<file path="src/design/sha256_stream_hasher_defines.svh">
// ---------------------------------------------------------------------------
// sha256_stream_hasher_defines.svh
// Assertion macros shared by the hasher RTL.
// ---------------------------------------------------------------------------
`ifndef SHA256_STREAM_HASHER_DEFINES_SVH
`define SHA256_STREAM_HASHER_DEFINES_SVH

`ifndef SYNTH
// same-cycle implication, off during reset
`define SHS_ASSERT_IMPL(lbl, clk, rst_n, ante, cons) \
	lbl: assert property (@(posedge clk) disable iff (!rst_n) (ante) |-> (cons)) \
		else $error("shs: same-cycle check failed");
// next-cycle implication, off during reset
`define SHS_ASSERT_NEXT(lbl, clk, rst_n, ante, cons) \
	lbl: assert property (@(posedge clk) disable iff (!rst_n) (ante) |=> (cons)) \
		else $error("shs: next-cycle check failed");
`else
`define SHS_ASSERT_IMPL(lbl, clk, rst_n, ante, cons)
`define SHS_ASSERT_NEXT(lbl, clk, rst_n, ante, cons)
`endif

`endif

</file>
<file path="src/design/shs_pkg.sv">
// ---------------------------------------------------------------------------
// shs_pkg
// Beat types, sequencer states, round constants and SHA-256 bit functions.
// ---------------------------------------------------------------------------
package shs_pkg;

	typedef struct packed {
		logic [7:0] msg_byte;
		logic       has_byte;
		logic       end_of_message;
	} shs_in_beat_t;

	typedef struct packed {
		logic [31:0] digest_word;
		logic [2:0]  word_index;
		logic        last_word;
	} shs_out_beat_t;

	typedef enum logic [4:0] {
		ST_IDLE = 5'b00001,
		ST_COMP = 5'b00010,
		ST_FOLD = 5'b00100,
		ST_PAD  = 5'b01000,
		ST_OUT  = 5'b10000
	} shs_state_t;

	localparam int unsigned HashWords  = 8;
	localparam int unsigned BlockWords = 16;
	localparam int unsigned NumRounds  = 64;

	localparam logic [7:0]  PadMarker   = 8'h80;
	localparam logic [5:0]  LenStart    = 6'd56;
	localparam logic [5:0]  LastByte    = 6'd63;
	localparam logic [5:0]  LastRound   = 6'd63;
	localparam logic [2:0]  LastWordIdx = 3'd7;
	localparam logic [63:0] BitsPerByte = 64'd8;

	localparam logic [31:0] RoundK [NumRounds] = '{
		32'h428a2f98, 32'h71374491, 32'hb5c0fbcf, 32'he9b5dba5,
		32'h3956c25b, 32'h59f111f1, 32'h923f82a4, 32'hab1c5ed5,
		32'hd807aa98, 32'h12835b01, 32'h243185be, 32'h550c7dc3,
		32'h72be5d74, 32'h80deb1fe, 32'h9bdc06a7, 32'hc19bf174,
		32'he49b69c1, 32'hefbe4786, 32'h0fc19dc6, 32'h240ca1cc,
		32'h2de92c6f, 32'h4a7484aa, 32'h5cb0a9dc, 32'h76f988da,
		32'h983e5152, 32'ha831c66d, 32'hb00327c8, 32'hbf597fc7,
		32'hc6e00bf3, 32'hd5a79147, 32'h06ca6351, 32'h14292967,
		32'h27b70a85, 32'h2e1b2138, 32'h4d2c6dfc, 32'h53380d13,
		32'h650a7354, 32'h766a0abb, 32'h81c2c92e, 32'h92722c85,
		32'ha2bfe8a1, 32'ha81a664b, 32'hc24b8b70, 32'hc76c51a3,
		32'hd192e819, 32'hd6990624, 32'hf40e3585, 32'h106aa070,
		32'h19a4c116, 32'h1e376c08, 32'h2748774c, 32'h34b0bcb5,
		32'h391c0cb3, 32'h4ed8aa4a, 32'h5b9cca4f, 32'h682e6ff3,
		32'h748f82ee, 32'h78a5636f, 32'h84c87814, 32'h8cc70208,
		32'h90befffa, 32'ha4506ceb, 32'hbef9a3f7, 32'hc67178f2
	};

	localparam logic [31:0] InitH [HashWords] = '{
		32'h6a09e667, 32'hbb67ae85, 32'h3c6ef372, 32'ha54ff53a,
		32'h510e527f, 32'h9b05688c, 32'h1f83d9ab, 32'h5be0cd19
	};

	function automatic logic [31:0] big_sig0(input logic [31:0] x);
		return {x[1:0], x[31:2]} ^ {x[12:0], x[31:13]} ^ {x[21:0], x[31:22]};
	endfunction

	function automatic logic [31:0] big_sig1(input logic [31:0] x);
		return {x[5:0], x[31:6]} ^ {x[10:0], x[31:11]} ^ {x[24:0], x[31:25]};
	endfunction

	function automatic logic [31:0] small_sig0(input logic [31:0] x);
		return {x[6:0], x[31:7]} ^ {x[17:0], x[31:18]} ^ {3'b000, x[31:3]};
	endfunction

	function automatic logic [31:0] small_sig1(input logic [31:0] x);
		return {x[16:0], x[31:17]} ^ {x[18:0], x[31:19]} ^ {10'd0, x[31:10]};
	endfunction

	function automatic logic [31:0] ch_fn(input logic [31:0] e, input logic [31:0] f,
			input logic [31:0] g);
		return (e & f) ^ (~e & g);
	endfunction

	function automatic logic [31:0] maj_fn(input logic [31:0] a, input logic [31:0] b,
			input logic [31:0] c);
		return (a & b) ^ (a & c) ^ (b & c);
	endfunction

endpackage

</file>
<file path="src/design/shs_stream_if.sv">
// ---------------------------------------------------------------------------
// shs_stream_if
// Valid/ready channels of the hasher: message byte beats and digest beats.
// ---------------------------------------------------------------------------
interface shs_byte_if;
	import shs_pkg::*;

	logic         valid;
	logic         ready;
	shs_in_beat_t payload;

	modport source (output valid, output payload, input ready);
	modport sink   (input valid, input payload, output ready);
endinterface

interface shs_digest_if;
	import shs_pkg::*;

	logic          valid;
	logic          ready;
	shs_out_beat_t payload;

	modport source (output valid, output payload, input ready);
	modport sink   (input valid, input payload, output ready);
endinterface

</file>
<file path="src/design/sha256_stream_hasher.sv">
// ---------------------------------------------------------------------------
// sha256_stream_hasher
// SHA-256 over a byte stream with one round unit shared by all 64 rounds.
// ---------------------------------------------------------------------------
// Usage:
//   msg_in carries one beat per item: an optional message byte (has_byte)
//   and an end-of-message flag. digest_out gives eight beats per message,
//   digest words H0..H7 with word_index 0..7, last_word set on the eighth.
//   A beat without byte and without end of message is taken and ignored.
// Block flow:
//   A byte that does not fill the 64-byte block is taken while msg_in.ready
//   stays high. The 64th byte starts a compression: 64 rounds of the shared
//   round unit, then a fold into the chaining words, during which
//   msg_in.ready is low, so no byte is taken until the fold is done.
//   End of message: padding bytes (up to 72) are shifted in one per cycle,
//   pausing while each padded block (one or two) is compressed; then the
//   eight digest beats leave at one per cycle when the receiver is ready.
// Reset:
//   arst_n clears the sequencer and loads the initial hash values; the
//   block is ready for a beat as soon as reset is released.
// Stall:
//   digest_out holds one registered beat; while the receiver stalls the
//   sequencer waits in its output state and msg_in.ready stays low. After
//   the eighth word is registered the block takes new input again.
// ---------------------------------------------------------------------------
`include "sha256_stream_hasher_defines.svh"

module sha256_stream_hasher (
	input  logic                clk,
	input  logic                arst_n,
	shs_byte_if.sink            msg_in,
	shs_digest_if.source        digest_out
);
	import shs_pkg::*;

	// sequencer and message bookkeeping
	shs_state_t  state_q;
	logic [5:0]  fill_q;        // bytes in the current block
	logic [5:0]  rnd_q;         // round counter
	logic [63:0] len_q;         // message length in bits, wraps
	logic        in_pad_q;      // message ended, padding under way
	logic        pad_first_q;   // the 0x80 marker is still to go
	logic        tail_ok_q;     // length field fits in the current block
	logic        final_q;       // block under compression holds the length
	logic [2:0]  out_cnt_q;

	// datapath
	logic [31:0] h_q [HashWords];   // chaining words
	logic [31:0] v_q [HashWords];   // working variables a..h
	logic [31:0] w_q [BlockWords];  // byte buffer, then schedule window

	// output register
	logic          out_valid_q;
	shs_out_beat_t out_beat_q;

	logic        in_acc;
	logic        shift_en;
	logic [7:0]  shift_byte;
	logic [7:0]  len_byte;
	logic [7:0]  pad_byte;
	logic        blk_full;
	logic        out_load;
	logic [31:0] t1;
	logic [31:0] t2;
	logic [31:0] w_new;

	assign msg_in.ready = (state_q == ST_IDLE);
	assign in_acc       = msg_in.valid & msg_in.ready;

	// length field goes out big-endian: byte 56 carries bits 63:56
	assign len_byte = len_q[{~fill_q[2:0], 3'b000} +: 8];
	assign pad_byte = pad_first_q ? PadMarker :
		((tail_ok_q && (fill_q >= LenStart)) ? len_byte : 8'h00);

	// one byte enters the buffer from the input or from the pad sequencer
	always_comb begin
		shift_en   = 1'b0;
		shift_byte = msg_in.payload.msg_byte;
		if (state_q == ST_IDLE) begin
			shift_en = in_acc & msg_in.payload.has_byte;
		end else if (state_q == ST_PAD) begin
			shift_en   = 1'b1;
			shift_byte = pad_byte;
		end
	end

	assign blk_full = shift_en && (fill_q == LastByte);

	// shared round unit and rolling message schedule
	assign t1 = v_q[7] + big_sig1(v_q[4]) + ch_fn(v_q[4], v_q[5], v_q[6])
		+ RoundK[rnd_q] + w_q[0];
	assign t2 = big_sig0(v_q[0]) + maj_fn(v_q[0], v_q[1], v_q[2]);
	assign w_new = small_sig1(w_q[14]) + w_q[9] + small_sig0(w_q[1]) + w_q[0];

	assign out_load = (state_q == ST_OUT) && (!out_valid_q || digest_out.ready);

	// byte buffer doubles as the 16-word schedule window
	always_ff @(posedge clk) begin
		if (shift_en) begin
			for (int i = 0; i < BlockWords - 1; i++) begin
				w_q[i] <= {w_q[i][23:0], w_q[i + 1][31:24]};
			end
			w_q[BlockWords - 1] <= {w_q[BlockWords - 1][23:0], shift_byte};
		end else if (state_q == ST_COMP) begin
			for (int i = 0; i < BlockWords - 1; i++) begin
				w_q[i] <= w_q[i + 1];
			end
			w_q[BlockWords - 1] <= w_new;
		end
	end

	always_ff @(posedge clk) begin
		if (blk_full) begin
			v_q <= h_q;
		end else if (state_q == ST_COMP) begin
			v_q[7] <= v_q[6];
			v_q[6] <= v_q[5];
			v_q[5] <= v_q[4];
			v_q[4] <= v_q[3] + t1;
			v_q[3] <= v_q[2];
			v_q[2] <= v_q[1];
			v_q[1] <= v_q[0];
			v_q[0] <= t1 + t2;
		end
	end

	always_ff @(posedge clk or negedge arst_n) begin
		if (!arst_n) begin
			h_q <= InitH;
		end else if (state_q == ST_FOLD) begin
			for (int i = 0; i < HashWords; i++) begin
				h_q[i] <= h_q[i] + v_q[i];
			end
		end else if (out_load && (out_cnt_q == LastWordIdx)) begin
			h_q <= InitH;
		end
	end

	// sequencer
	always_ff @(posedge clk or negedge arst_n) begin
		if (!arst_n) begin
			state_q     <= ST_IDLE;
			fill_q      <= '0;
			rnd_q       <= '0;
			len_q       <= '0;
			in_pad_q    <= 1'b0;
			pad_first_q <= 1'b0;
			tail_ok_q   <= 1'b0;
			final_q     <= 1'b0;
			out_cnt_q   <= '0;
		end else begin
			unique case (state_q)
				ST_IDLE: begin
					if (in_acc) begin
						if (msg_in.payload.has_byte) begin
							fill_q <= fill_q + 6'd1;
							len_q  <= len_q + BitsPerByte;
						end
						if (msg_in.payload.end_of_message) begin
							in_pad_q    <= 1'b1;
							pad_first_q <= 1'b1;
						end
						if (blk_full) begin
							state_q <= ST_COMP;
							rnd_q   <= '0;
						end else if (msg_in.payload.end_of_message) begin
							state_q <= ST_PAD;
						end
					end
				end
				ST_COMP: begin
					rnd_q <= rnd_q + 6'd1;
					if (rnd_q == LastRound) begin
						state_q <= ST_FOLD;
					end
				end
				ST_FOLD: begin
					if (final_q) begin
						state_q   <= ST_OUT;
						out_cnt_q <= '0;
					end else if (in_pad_q) begin
						state_q <= ST_PAD;
					end else begin
						state_q <= ST_IDLE;
					end
				end
				ST_PAD: begin
					fill_q <= fill_q + 6'd1;
					if (pad_first_q) begin
						pad_first_q <= 1'b0;
						tail_ok_q   <= (fill_q < LenStart);
					end
					if (blk_full) begin
						state_q   <= ST_COMP;
						rnd_q     <= '0;
						final_q   <= !pad_first_q && tail_ok_q;
						tail_ok_q <= 1'b1;   // a fresh block always has room
					end
				end
				ST_OUT: begin
					if (out_load) begin
						out_cnt_q <= out_cnt_q + 3'd1;
						if (out_cnt_q == LastWordIdx) begin
							state_q   <= ST_IDLE;
							fill_q    <= '0;
							len_q     <= '0;
							in_pad_q  <= 1'b0;
							tail_ok_q <= 1'b0;
							final_q   <= 1'b0;
						end
					end
				end
				default: begin
					state_q <= ST_IDLE;
				end
			endcase
		end
	end

	// digest output register
	always_ff @(posedge clk or negedge arst_n) begin
		if (!arst_n) begin
			out_valid_q <= 1'b0;
		end else if (out_load) begin
			out_valid_q <= 1'b1;
		end else if (digest_out.ready) begin
			out_valid_q <= 1'b0;
		end
	end

	always_ff @(posedge clk) begin
		if (out_load) begin
			out_beat_q.digest_word <= h_q[out_cnt_q];
			out_beat_q.word_index  <= out_cnt_q;
			out_beat_q.last_word   <= (out_cnt_q == LastWordIdx);
		end
	end

	assign digest_out.valid   = out_valid_q;
	assign digest_out.payload = out_beat_q;

	`SHS_ASSERT_NEXT(a_rounds_end, clk, arst_n, state_q == ST_COMP && rnd_q == LastRound, state_q == ST_FOLD)
	`SHS_ASSERT_IMPL(a_comp_aligned, clk, arst_n, state_q == ST_COMP, fill_q == 6'd0)
	`SHS_ASSERT_IMPL(a_idle_clean, clk, arst_n, state_q == ST_IDLE, !in_pad_q && !final_q)
	`SHS_ASSERT_IMPL(a_out_final, clk, arst_n, state_q == ST_OUT, final_q && in_pad_q && fill_q == 6'd0)

endmodule
</file>
<file path="src/flat_wrapper.sv">
// flat-port wrapper written by rule: the top's interface ports become plain ports
module sha256_stream_hasher_flat import shs_pkg::*;
  (clk, arst_n, msg_in_valid, msg_in_payload, msg_in_ready, digest_out_valid, digest_out_payload, digest_out_ready);
  shs_byte_if msg_in_i ();
  shs_digest_if digest_out_i ();
  input  logic clk;
  input  logic arst_n;
  input wire logic [$bits(msg_in_i.valid)-1:0] msg_in_valid;
  input wire logic [$bits(msg_in_i.payload)-1:0] msg_in_payload;
  output wire logic [$bits(msg_in_i.ready)-1:0] msg_in_ready;
  output wire logic [$bits(digest_out_i.valid)-1:0] digest_out_valid;
  output wire logic [$bits(digest_out_i.payload)-1:0] digest_out_payload;
  input wire logic [$bits(digest_out_i.ready)-1:0] digest_out_ready;
  assign msg_in_i.valid = msg_in_valid;
  assign msg_in_i.payload = msg_in_payload;
  assign msg_in_ready = msg_in_i.ready;
  assign digest_out_valid = digest_out_i.valid;
  assign digest_out_payload = digest_out_i.payload;
  assign digest_out_i.ready = digest_out_ready;
  sha256_stream_hasher u_core (.clk(clk), .arst_n(arst_n), .msg_in(msg_in_i), .digest_out(digest_out_i));
endmodule
</file>
<file path="config.mk">
export PLATFORM = sky130hd
export DESIGN_NAME = sha256_stream_hasher_flat
export DESIGN_NICKNAME = d
export VERILOG_FILES = /design/src/design/shs_pkg.sv /design/src/design/shs_stream_if.sv /design/src/design/sha256_stream_hasher.sv /design/src/flat_wrapper.sv
export VERILOG_INCLUDE_DIRS = /design/src /design/src/design
export SDC_FILE = /design/constraint.sdc
export NUM_CORES = 2
export LEC_CHECK = 0
export ABC_AREA = 1
export ABC_CLOCK_PERIOD_IN_PS = 15700
export BUFFER_PORTS_ARGS = -buffer_cell sky130_fd_sc_hd__buf_2
export CORE_MARGIN = 2
export CORE_UTILIZATION = 45
export DETAILED_ROUTE_END_ITERATION = 10
export GPL_TIMING_DRIVEN = 0
export PLACE_DENSITY = 0.67
export SYNTH_ARGS = -nofsm -noshare
export SYNTH_HDL_FRONTEND = slang
export SYNTH_SLANG_ARGS = --single-unit
</file>
<file path="constraint.sdc">
create_clock -name clk -period 15.7 [get_ports clk]
set_clock_uncertainty 0.1 [all_clocks]
set_input_delay 0 -clock clk [delete_from_list [all_inputs] [get_ports clk]]
set_output_delay 0 -clock clk [all_outputs]
set_load 0.005 [all_outputs]
</file>
Word level (Yosys, flattened, before mapping). Memory sizes are Yosys's and may differ from the RTL's. Index checks and enable logic that the tools add are counted.

Bits in registers: 637. Memory bits (writable): 512. Bits in read-only memories: 2048. Input bits: 14. Output and inout bits: 38. Logic and storage cells: 215. Memories kept: 2.

Memories: (no name shown) (depth 64, width 32, rd ports 1, clocked after memory_dff 0, wr ports 0, RTL line sha256_stream_hasher.sv:91) `+ RoundK[rnd_q] + w_q[0];`; u_core.w_q (depth 16, width 32, rd ports 16, clocked after memory_dff 0, wr ports 16, RTL line sha256_stream_hasher.sv:50) `logic [31:0] w_q [BlockWords];`.

$add $sub $neg: 22. $lt $le $gt $ge: 4. Equality and inequality tests: 18. Shifts and indexed selects: 1. Muxes and demuxes: 75. Bitwise logic cells: 38. Reduce and logical (&&, ||, !) cells: 26.

Operators with widths (count): 2-to-1 mux 256 bit (4); 2-to-1 mux 32 bit (20); adder 32 bit (18); bitwise XOR 32 bit (9); 2-to-1 mux 64 bit (4); bitwise AND 32 bit (5); one-hot mux 64 bit (2 select lines) (1); binary-select mux 32 bit (select 3 bit) (1); adder 64 x 4 -> 64 bit (second input constant) (1); indexed part select 64 x 7 -> 8 bit (1); 2-to-1 mux 5 bit (8); 2-to-1 mux 6 bit (6); one-hot mux 6 bit (3 select lines) (2); 2-to-1 mux 8 bit (4); inverter 32 bit (1); bitwise XOR 32 x 22 -> 32 bit (1); bitwise XOR 32 x 29 -> 32 bit (1); one-hot mux 5 bit (5 select lines) (1); 2-to-1 mux 1 bit (16); bitwise OR 1 bit (16); AND reduction 5 bit (3); nonzero test 2 bit (7); adder 6 x 1 -> 6 bit (second input constant) (2); equality test 6 bit (second input constant) (2); other kinds (31) (50).

Longest topological paths before layout.
Depth after elaboration: 9. Depth in mapped cells: 45. Gate-level depth less buffers: 44.

Least setup slack after synthesis. Ideal clock, no wire load.

Kind: register to register. From: register u_core.state_q[0]. To: memory u_core.w_q[0][0] (enable). Setup time: 3633 ps. Data arrival time: 9911 ps. Required time: 11967 ps. Setup slack: 2056 ps. Cell stages (with the launch flop): 8. Buffers on the path: 2. Period minus slack after synthesis: 13644 ps. Path through: dfstp_2 -> nor3_1 -> nand3_1 -> nand2_4 -> inv_1 -> clkbuf_1 -> clkbuf_1 -> nand2_1.

RTL lines: from (decl) (RTL line sha256_stream_hasher.sv:37) `shs_state_t state_q;`; from (signal assigned) (RTL line sha256_stream_hasher.sv:142) `state_q <= ST_IDLE;`; from (signal assigned) (RTL line sha256_stream_hasher.sv:164) `state_q <= ST_COMP;`; from (signal assigned) (RTL line sha256_stream_hasher.sv:167) `state_q <= ST_PAD;`; to (decl) (RTL line sha256_stream_hasher.sv:50).

Final worst setup path.
From: register u_core.rnd_q[1]. To: register u_core.v_q[244] in the netlist's numbering, data pin.

Word-level cells in the longest chain between the ends: 9.

Ends and longest elaborated chain: from (decl) (RTL line sha256_stream_hasher.sv:39) `logic [5:0] rnd_q;`; from (signal assigned) (RTL line sha256_stream_hasher.sv:172) `rnd_q <= rnd_q + 6'd1;`; inverter 6 -> 7 bit (not written as such) (RTL line sha256_stream_hasher.sv:91); memory read (64 x 32 bit); 2-to-1 mux 32 bit (not written as such) (2 in series) (RTL line sha256_stream_hasher.sv:91); adder 32 bit (2 in series) (RTL line sha256_stream_hasher.sv:91); adder 32 bit (RTL line sha256_stream_hasher.sv:123) `v_q[0] <= t1 + t2;`; 2-to-1 mux 256 bit (RTL line sha256_stream_hasher.sv:115) `end else if (state_q == ST_COMP) begin`; 2-to-1 mux 256 bit (RTL line sha256_stream_hasher.sv:113) `if (blk_full) begin`; to (signal assigned) (RTL line sha256_stream_hasher.sv:114) `v_q <= h_q;`; to (decl) (RTL line sha256_stream_hasher.sv:49) `logic [31:0] v_q [HashWords];`.

No other way between the ends. The select of a mux whose other input is x is not followed. A chain may end at the register's enable or synchronous reset.

==> summary.md <==
| Metric | Value |
|---|---|
| Outcome | `finished with violations` |
| Failing checks | `capacitance limit, slew limit` |
| Drt wl/cell | `between 30 and 40 µm` |
| Kind of start point of the critical path | `flop` |
| Routed Antenna Nets | `0` |
| CP most frequent cell | `inv_1` |
| GP Congestion | `approximately 1.1` |
| Chip Height | `approximately 430 µm` |
| Largest net degree at the start of global routing | `around 110` |
| Mapped cell area | `approximately 83000 µm²` |
| RSZ-0062 raised after global routing | `false` |
| Fin Setup TNS | `0 ns` |
| Count of yosys warnings during synthesis | `0` |
| Clock transition at path regs | `about 0.06 ns` |
| Primary FF master, synth | `edfxtp_1` |
| CP Class | `flop to flop` |
| Worst slew margin | `-0.129` |
| Final min period | `about 12 ns` |
| Max-Cap Viols | `8` |
| Root Driver | `clkbuf_16` |
| Final Hold Vio Count | `0` |
| WP data arrival | `12.00 ns` |
| Final setup viols | `0` |
| CP max stage delay | `roughly 0.90 ns` |
| Starting Density | `0.452` |
| Drt pass-1 iters | `6` |
| Vias/cell | `around 6` |
| Synth top area share | `0.289` |
| # fillers | `~18000` |
| Netlist cell types | `66` |
| Initial antenna violation count | `39` |
| Grt total ovfl | `0` |
| Post-Syn Instances | `approximately 11000` |
| Total area of sequential cells | `between 30000 and 40000 µm²` |
| First-pass GRT wire length | `about 570000 µm` |
| Vias in the first global route | `76255` |
| Site Rows | `roughly 160` |
| Final period utilization | `0.738` |
| CTS resizes | `0` |
| Final WL | `413000 µm` |
| Share of post-route cells with drive strength above 1 | `0.0517` |
| Crit. End Element | `flop` |
| Die Width | `435 µm` |
| Via Count | `about 83000` |
| Clock Sink Count | `around 1100` |
| Post-synth EDFFs | `804` |
| Synth area leaders | `edfxtp_1, nand2_1, o21ai_0, inv_1, dfrtp_1` |
| Multi-input logic area | `43600 µm²` |
| Upper clock frequency limit | `86.3 MHz` |
| Cts bufs inserted | `approximately 130` |
| Worst Max-Slew Pin Slew | `1.69 ns` |
| Htree depth | `4` |
| Clk_lat worst skew | `roughly 0.86 ns` |
| DPL Wire Length | `331000 µm` |
| Mapped Avg Cell Area | `approximately 8 µm²` |
| Crit path required time | `roughly 16 ns` |
| Port buffer count | `51` |
| TritonCTS clock tree | `built` |
| Post-synth top area cell | `edfxtp_1` |
| DRC viols | `0` |
| All-Layer GR Usage | `0.427` |
| DRT iter0 DRCs | `12845` |
| Seq/Total Area, Yosys | `0.394` |
| Total die area | `189000 µm²` |
| Max-slew violations | `42` |
| Min-Delay Path Class | `input port to flop` |
| Async SR Flop Fraction | `0.298` |
| Post-Syn Nets | `about 11000` |
| CTS max path bufs | `3` |
| Max stage delay cell, worst path | `o21ai_0` |
| Seq cells post-synth | `around 1100` |
| Nets | `~12000` |
| I/O pin total | `52` |
| Crit path max fanout | `9` |
| Area Overhead vs Synth | `10.6%` |
| Placeable Area | `between 150000 and 200000 µm²` |
==> cell type report <==
type | count | area share
Clock inverter | 79 | 0.0110
Clock buffer | 167 | 0.0385
Antenna cell | 28 | 0.000759
Timing Repair Buffer | 103 | 0.0109
Sequential cell | 1146 | 0.356
Multi-Input combinational cell | 7750 | 0.473
Inverter | 1403 | 0.0571
Buffer | 432 | 0.0191
Tap cell | 2480 | 0.0336
==> stage by stage <==
| stage | hold WS [ns] | instances | utilization | worst slack (ns) | instance area [µm²] |
|---|---|---|---|---|---|
| after floorplan | -0.396 | 10731 | - | 2.06 | 83500 |
| after detailed placement | -0.0359 | 13278 | 0.472 | 4.74 | 87300 |
| after CTS | 0.0122 | 13542 | 0.498 | 4.69 | 92000 |
| after global routing | 0.0832 | 13561 | 0.499 | 4.02 | 92200 |
| final | 0.0436 | 13588 | 0.499 | 4.11 | 92300 |
| after global placement | 0.273 | 13262 | 0.470 | -3.16 | 86800 |
==> registers in the layout (all words and copies together) (netlist names) <==
| signal | count |
|---|---|
| u_core.w_q | 512 |
| u_core.fill_q | 6 |
| u_core.rnd_q | 6 |
| u_core.out_cnt_q | 3 |
| u_core.pad_first_q | 1 |
| u_core.final_q | 1 |
| u_core.digest_out.payload | 36 |
| u_core.state_q | 5 |
| u_core.in_pad_q | 1 |
| u_core.len_q | 61 |
| u_core.digest_out.valid | 1 |
| u_core.h_q | 256 |
| u_core.tail_ok_q | 1 |
| u_core.v_q | 256 |
==> worst max-delay path, delay by kind of cell (launching register included) <==
| kind | cells | cell delay [ns] |
|---|---|---|
| buffers and inverters | 7 | 1.38 |
| AND/OR/NAND/NOR | 8 | 1.58 |
| AO/OA/AOI/OAI | 8 | 2.97 |
| flip-flops | 1 | 0.72 |
| adder cells (fa/ha/maj) | 8 | 3.66 |
| XOR/XNOR | 1 | 0.83 |
==> cell usage after synthesis, drive strengths merged, types with 164 or more instances <==
library cell,count
ha,397
clkbuf,344
xnor2,164
nor2,771
edfxtp,804
o21ai,1172
dfrtp,205
fa,195
a21oi,722
nand2,2744
nand3,448
xor2,245
inv,1400
==> cell usage in the layout, fill, tap and decap left out, types with 17 or more instances in the layout <==
| cell | instances |
|---|---|
| o31ai_1 | 18 |
| edfxtp_1 | 804 |
| o211ai_1 | 30 |
| nor2_1 | 768 |
| nand3b_1 | 32 |
| mux2i_1 | 25 |
| o21bai_1 | 71 |
| xor2_1 | 245 |
| clkbuf_2 | 22 |
| o21a_1 | 40 |
| clkbuf_16 | 134 |
| a221oi_1 | 28 |
| buf_2 | 114 |
| xnor2_1 | 164 |
| a21o_1 | 59 |
| diode_2 | 28 |
| maj3_1 | 24 |
| clkinv_1 | 24 |
| o22ai_1 | 99 |
| o21ai_0 | 1143 |
| a31oi_1 | 79 |
| dfrtp_1 | 205 |
| or2_2 | 36 |
| dfstp_2 | 137 |
| inv_1 | 1396 |
| nand3_1 | 446 |
| nand4_1 | 120 |
| nand2_1 | 2739 |
| a21boi_0 | 28 |
| buf_4 | 21 |
| fa_1 | 195 |
| clkbuf_1 | 347 |
| a21oi_1 | 722 |
| ha_1 | 397 |
| nor3_1 | 122 |
| dlygate4sd3_1 | 17 |
| o21ai_1 | 29 |
| buf_1 | 18 |
==> cell families after synthesis <==
| kind of cell | Yosys count | share of synthesized area |
|---|---|---|
| AOI/OAI and AO/OA | 2400 | 0.157 |
| xor gates and xnor gates | 409 | 0.0429 |
| muxes | 28 | 0.00340 |
| and+or+nand+nor | 4297 | 0.209 |
| buffers and inverters | 1835 | 0.0838 |
| DFF | 1146 | 0.394 |
| adders and majority gates | 616 | 0.109 |
==> layer usage <==
layer | part of all wire | global-route usage | up-vias
met4 | 0.065 | 0.235 | 12
met5 | 0.00020 | 0 | -
met3 | 0.14 | 0.145 | 1012
met2 | 0.39 | 0.575 | 5778
li1 | - | - | 36186
met1 | 0.41 | 0.597 | 40028
==> worst paths after layout <==
kind                                 start                  to  slack [ns]  cells after the start
max reg2reg                u_core.rnd_q[1]     u_core.v_q[244]        4.11                     32
max in group asynchronous           arst_n    u_core.len_q[52]       13.32                      6
max                        u_core.rnd_q[1]     u_core.v_q[244]        4.11                     32
min in group asynchronous           arst_n     u_core.h_q[161]        0.46                      3
min reg2reg                 u_core.h_q[66]      u_core.h_q[66]        0.42                      2
min                           msg_in_valid  u_core.pad_first_q        0.04                      6
==> repair_timing <==
item | 4_1_cts | 5_1_grt
buffers inserted | 0 | 0
hold buffers | 18 | 0
endpoints found under the hold margin | 170 | 0
Power is left out: the tool's default activity adds up to more than one toggle a clock period on the data nets, which glitch-free logic cannot reach.
